File: config.mk
export PLATFORM = sky130hd
export DESIGN_NAME = sobel_et_decide
export DESIGN_NICKNAME = d
export VERILOG_FILES = /design/src/sobel_et_pkg.sv /design/src/sobel_et_decide.sv
export SDC_FILE = /design/constraint.sdc
export NUM_CORES = 1
export LEC_CHECK = 0
export ABC_AREA = 1
export BUFFER_PORTS_ARGS = -buffer_cell sky130_fd_sc_hd__clkbuf_2
export CELL_PAD_IN_SITES_DETAIL_PLACEMENT = 0
export CELL_PAD_IN_SITES_GLOBAL_PLACEMENT = 1
export CORE_MARGIN = 2
export CORE_UTILIZATION = 52
export CTS_BUF_LIST = sky130_fd_sc_hd__clkbuf_4
export DETAILED_ROUTE_END_ITERATION = 6
export GPL_TIMING_DRIVEN = 0
export PLACE_DENSITY = 0.95
export SLEW_MARGIN = 25
export SYNTH_ARGS = -nofsm -noshare
export SYNTH_HDL_FRONTEND = slang
export SYNTH_SLANG_ARGS = --single-unit
File: constraint.sdc
create_clock -name clk -period 5.55 [get_ports clk]
set_input_delay 0.2775 -clock clk [delete_from_list [all_inputs] [get_ports clk]]
set_output_delay 0.2775 -clock clk [all_outputs]
set_load 0.02 [all_outputs]
File: src/sobel_et_pkg.sv
// Shared types, constants and helpers for the Sobel edge threshold block.
`timescale 1ns / 1ps

package sobel_et_pkg;

    // Default geometry limits
    localparam int DEF_MAX_WIDTH  = 2048;
    localparam int DEF_MAX_HEIGHT = 4096;
    localparam int MIN_WIDTH      = 3;

    // Field widths
    localparam int PIX_W    = 8;
    localparam int OCOL_W   = 11;
    localparam int OROW_W   = 12;
    localparam int GRAD_W   = 11;
    localparam int SQ_W     = 20;
    localparam int SUM_W    = 21;
    localparam int LIM_W    = 23;
    localparam int LW_W     = 12;
    localparam int THR_W    = 11;
    localparam int CFG_W    = 12;
    localparam int CFG_IDX_W = 4;

    // Register reset values
    localparam logic [LW_W-1:0]  LINE_WIDTH_RST = 12'd2048;
    localparam logic [THR_W-1:0] THRESHOLD_RST  = 11'd128;
    localparam logic [LIM_W-1:0] LIMIT_RST      = 23'd16641; // (128 + 1)^2

    localparam logic [PIX_W-1:0] EDGE_ON  = 8'd255;
    localparam logic [PIX_W-1:0] EDGE_OFF = 8'd0;

    typedef enum logic [CFG_IDX_W-1:0] {
        CFG_LINE_WIDTH     = 4'd0,
        CFG_EDGE_THRESHOLD = 4'd1
    } cfg_idx_e;

    typedef struct packed {
        logic [PIX_W-1:0] pixel;
        logic             frame_start;
    } pix_t;

    typedef struct packed {
        logic [PIX_W-1:0]  edge_value;
        logic [OCOL_W-1:0] centre_column;
        logic [OROW_W-1:0] centre_row;
    } res_t;

    // Gradient pair for one interior centre
    typedef struct packed {
        logic signed [GRAD_W-1:0] gx;
        logic signed [GRAD_W-1:0] gy;
        logic [OCOL_W-1:0]        centre_column;
        logic [OROW_W-1:0]        centre_row;
    } grad_t;

endpackage

File: src/sobel_et_decide.sv
// Squared magnitude, threshold compare and result register.
`timescale 1ns / 1ps

module sobel_et_decide
    import sobel_et_pkg::*;
(
    input  logic             clk,
    input  logic             rst_n,
    input  logic             grad_valid,
    input  grad_t            grad_data,
    output logic             grad_take,
    input  logic [LIM_W-1:0] limit,
    output logic             res_valid,
    output res_t             res_data,
    input  logic             res_stall
);

    logic              sq_v_reg;
    logic [SQ_W-1:0]   gx2_reg, gy2_reg;
    logic [OCOL_W-1:0] sq_col_reg;
    logic [OROW_W-1:0] sq_row_reg;
    logic signed [2*GRAD_W-1:0] gx_sq, gy_sq;
    logic [SUM_W-1:0]  mag_sq;
    logic              en_out, en3;

    logic res_v_reg;
    res_t res_reg;

    assign en_out    = !res_v_reg || !res_stall;
    assign en3       = !sq_v_reg || en_out;
    assign grad_take = en3;

    assign gx_sq = grad_data.gx * grad_data.gx;
    assign gy_sq = grad_data.gy * grad_data.gy;

    always_ff @(posedge clk or negedge rst_n)
    begin
        if (!rst_n)
        begin
            sq_v_reg <= 1'b0;
        end
        else if (en3)
        begin
            sq_v_reg <= grad_valid;
        end
    end

    always_ff @(posedge clk)
    begin
        if (en3 && grad_valid)
        begin
            gx2_reg    <= gx_sq[SQ_W-1:0];
            gy2_reg    <= gy_sq[SQ_W-1:0];
            sq_col_reg <= grad_data.centre_column;
            sq_row_reg <= grad_data.centre_row;
        end
    end

    assign mag_sq = {1'b0, gx2_reg} + {1'b0, gy2_reg};

    always_ff @(posedge clk or negedge rst_n)
    begin
        if (!rst_n)
        begin
            res_v_reg <= 1'b0;
        end
        else if (en_out)
        begin
            res_v_reg <= sq_v_reg;
        end
    end

    always_ff @(posedge clk)
    begin
        if (en_out && sq_v_reg)
        begin
            res_reg.edge_value    <= (LIM_W'(mag_sq) >= limit) ? EDGE_ON : EDGE_OFF;
            res_reg.centre_column <= sq_col_reg;
            res_reg.centre_row    <= sq_row_reg;
        end
    end

    assign res_valid = res_v_reg;
    assign res_data  = res_reg;

endmodule

==> impl_metrics.yaml <==
cells_and_area:
  fillerInstances: 2050
  largest_reg_flops: 24
  syn2layout_area_growth_pct: 10.5
  instances_no_fill: 1902
  drive_gt1_share_pct: 9.73
  layout.nets: 1959
route:
  drtAntennaViolNets: 0
  vias: 9292
  drt_first_pass_iters: 5
  vias_per_cell: 4.89
  drc: 0
  drt_iter0_markers: 515
  post_drt_wl_per_cell_um: 13.3
  routed_wl_um: 25300
place:
  hpwl_um: 21600
  placedCellCount: 1862
  globalplace.congestion: 0.869
  io_buffers: 104
sta:
  finalCritPeriodShare_pct: 91.7
  final-hold-violation-count: 0
  layout_min_cycle_time_ns: 5.09
  max-slew-margin-rel_pct: 52.1
  tightest_slew_ns: 0.719
  final-max-slew-violation-count: 0
  setup_viol: 0
  rsz0062_at_grt: "false"
  whs_ns: 0.0124
  max_freq_mhz: 197
  tns_ns: 0
  timing.clock.skew_ns: 0.0280
clocking:
  numCtsBuffers: 9
  clock_latency_ns: 0.45
  clock-sinks: 87
  cts_tree: "built"
  clkTransAtPathRegs_ns: 0.16
  cts-root-buf: "clkbuf_4"
  ctsHtreeMaxLevel: 3
  cts_buffer_depth: 2
  cts_resized: 0
floorplan:
  row_count: 56
  die_w_um: 159
  ios: 105
  dieArea_um2: 25200
  start_util_pct: 53.1
  core-area_um2: 23500
  die_height_um: 159
yosys:
  netlist_area_um2: 12500
  ys.flop_type: "edfxtp_1"
  synth_area_leaders: "fa_1, edfxtp_1, ha_1"
  seq_area_frac_synth_pct: 20.9
  synth_area_per_cell_um2: 8.67
  synth_common_cells: "inv_1, nand2_1, fa_1, ha_1, edfxtp_1"
  syn_inst: 1438
  synth_seq_cells: 87
  netlist-cell-type-count: 37
  ys_async_sr_fraction_pct: 2.30
  syn_nets: 1820
  synth_edf_count: 85
  yosysWarnings: 0
  post-synth-top-count-cell: "inv_1"
  synth_top_area_cell: "fa_1"
  synth_top_area_share_pct: 30.2
global_route:
  use_met1_pct: 27.6
  grt_pass1_vias: 9598
  grt_use_met2_pct: 37.4
  overflow: 0
  grt_max_degree: 62
  busiest_layer: "met2"
  grt_pass1_wl_um: 43800
  grt_use_met3_pct: 2.64
  antenna_found_initial: 1
  gr-usage-all-layers_pct: 21.1
power_and_ir_drop:
  p_seq_share_pct: 14.9
  powerDensity_nw_per_um2: 589
  switching_share_pct: 53.8
  internal_power_mw: 3.75
  leakagePower_nw: 7.69
  ir_worst_vdd_mv: 0.400
  total_power_mw: 8.11
  p_switching_mw: 4.36
  pwr-share-clk_pct: 4.5
  p_comb_share_pct: 80.6
setup_path:
  cp-start-kind: "input port"
  crit_required_ns: 5.76
  r2r_cells: 17
  cp.arrival_ns: 5.30
  critPathCaptureType: "register"
  critical_path_class: "in -> reg"
  cp_max_fo: 10
hold_path:
  hp-class: "in -> reg"
  holdPathStages: 1
job:
  maxCapViolCount: 0
run_status:
  status: "completed"
-- cell families (layout without fill, tap and decap cells) --
group	after synthesis	in the layout	share of synthesized area [%]
compound gates	121	121	5.39
xor+xnor	51	51	3.58
fa+ha+maj	310	310	42.4
buf+inv	438	582	13.4
flops	87	87	20.9
other cells	0	1	0
simple gates	431	431	14.3
-- power groups by stage --
stage	Clock, mW	Sequential (mW)	Combinational (mW)
floorplan	0	1.22	5.08
global placement	0	1.22	6.38
detailed placement	0	1.22	6.51
CTS	0.364	1.21	6.56
global route	0.397	1.22	7.58
finish	0.364	1.21	6.54
-- metrics by stage --
step	instance area, um^2	utilization, %	setup slack [ns]
finish	13800	58.7	0.461
detailed placement	13400	57.1	-0.0184
CTS	13700	58.5	0.447
global route	13800	58.7	0.183
global placement	13400	57.0	0.00215
floorplan	12500	-	0.780
-- worst max-delay path: stages --
cell and delay [ns]:
clkbuf_2 0.17, clkbuf_1 0.44, nand2_1 0.24, fa_1 0.73
inv_1 0.12, fa_1 0.55, fa_1 0.57, inv_1 0.06
fa_1 0.51, fa_1 0.54, inv_1 0.04, ha_1 0.34
inv_1 0.09, nor3_1 0.06, and2_1 0.14, a21oi_1 0.23
inv_1 0.06, nand2_1 0.06, nand2_1 0.06
-- placed cells by master (no fill, tap or decap), drive strengths merged, types with 23 or more instances in the layout --
master       instances
ha                 122
dlygate4sd3         23
nand3               45
o21ai               30
xor2                37
fa                 188
clkbuf             136
a21oi               70
inv                410
edfxtp              85
nor2                61
nand2              293
-- final timing paths --
path	startpoint	end	slack, ns
hold / removal	grad_data[3]	sq_row_reg[3]$_DFFE_PP_	0.01
hold reg to reg	sq_row_reg[5]$_DFFE_PP_	res_data[5]$_DFFE_PP_	0.43
min in group asynchronous	rst_n	res_valid$_DFFE_PN0P_	0.12
setup reg to reg	gy2_reg[4]$_DFFE_PP_	res_data[29]$_DFFE_PP_	2.63
setup / recovery	grad_data[25]	gy2_reg[19]$_DFFE_PP_	0.46
max in group asynchronous	rst_n	sq_v_reg$_DFFE_PN0N_	5.33
-- area by class of cell --
cell class	count	area, um^2	area share [%]
Antenna cell	1	2.50	0.0182
Buffer	32	149	1.08
Clock buffer	9	67.6	0.491
Clock inverter	7	75.1	0.545
Inverter	406	1530	11.1
Multi-Input combinational cell	913	8190	59.5
Sequential cell	87	2600	18.9
Tap cell	319	399	2.90
Timing Repair Buffer	128	762	5.53
-- metal layers --
layer  share of wire (%)  up-vias  routed length [um]
li1                    -     4608                   -
met1                  44     4439               11000
met5                   0        -                   0
met4                 1.8        0                 454
met3                 5.0       27                1260
met2                  50      218               12600
-- repair_timing --
action / in CTS / in global routing
hold buffers: 18 / 5
buffers inserted: 0 / 0
hold endpoints to repair: 19 / 5
Power figures use the tool's default switching activity.
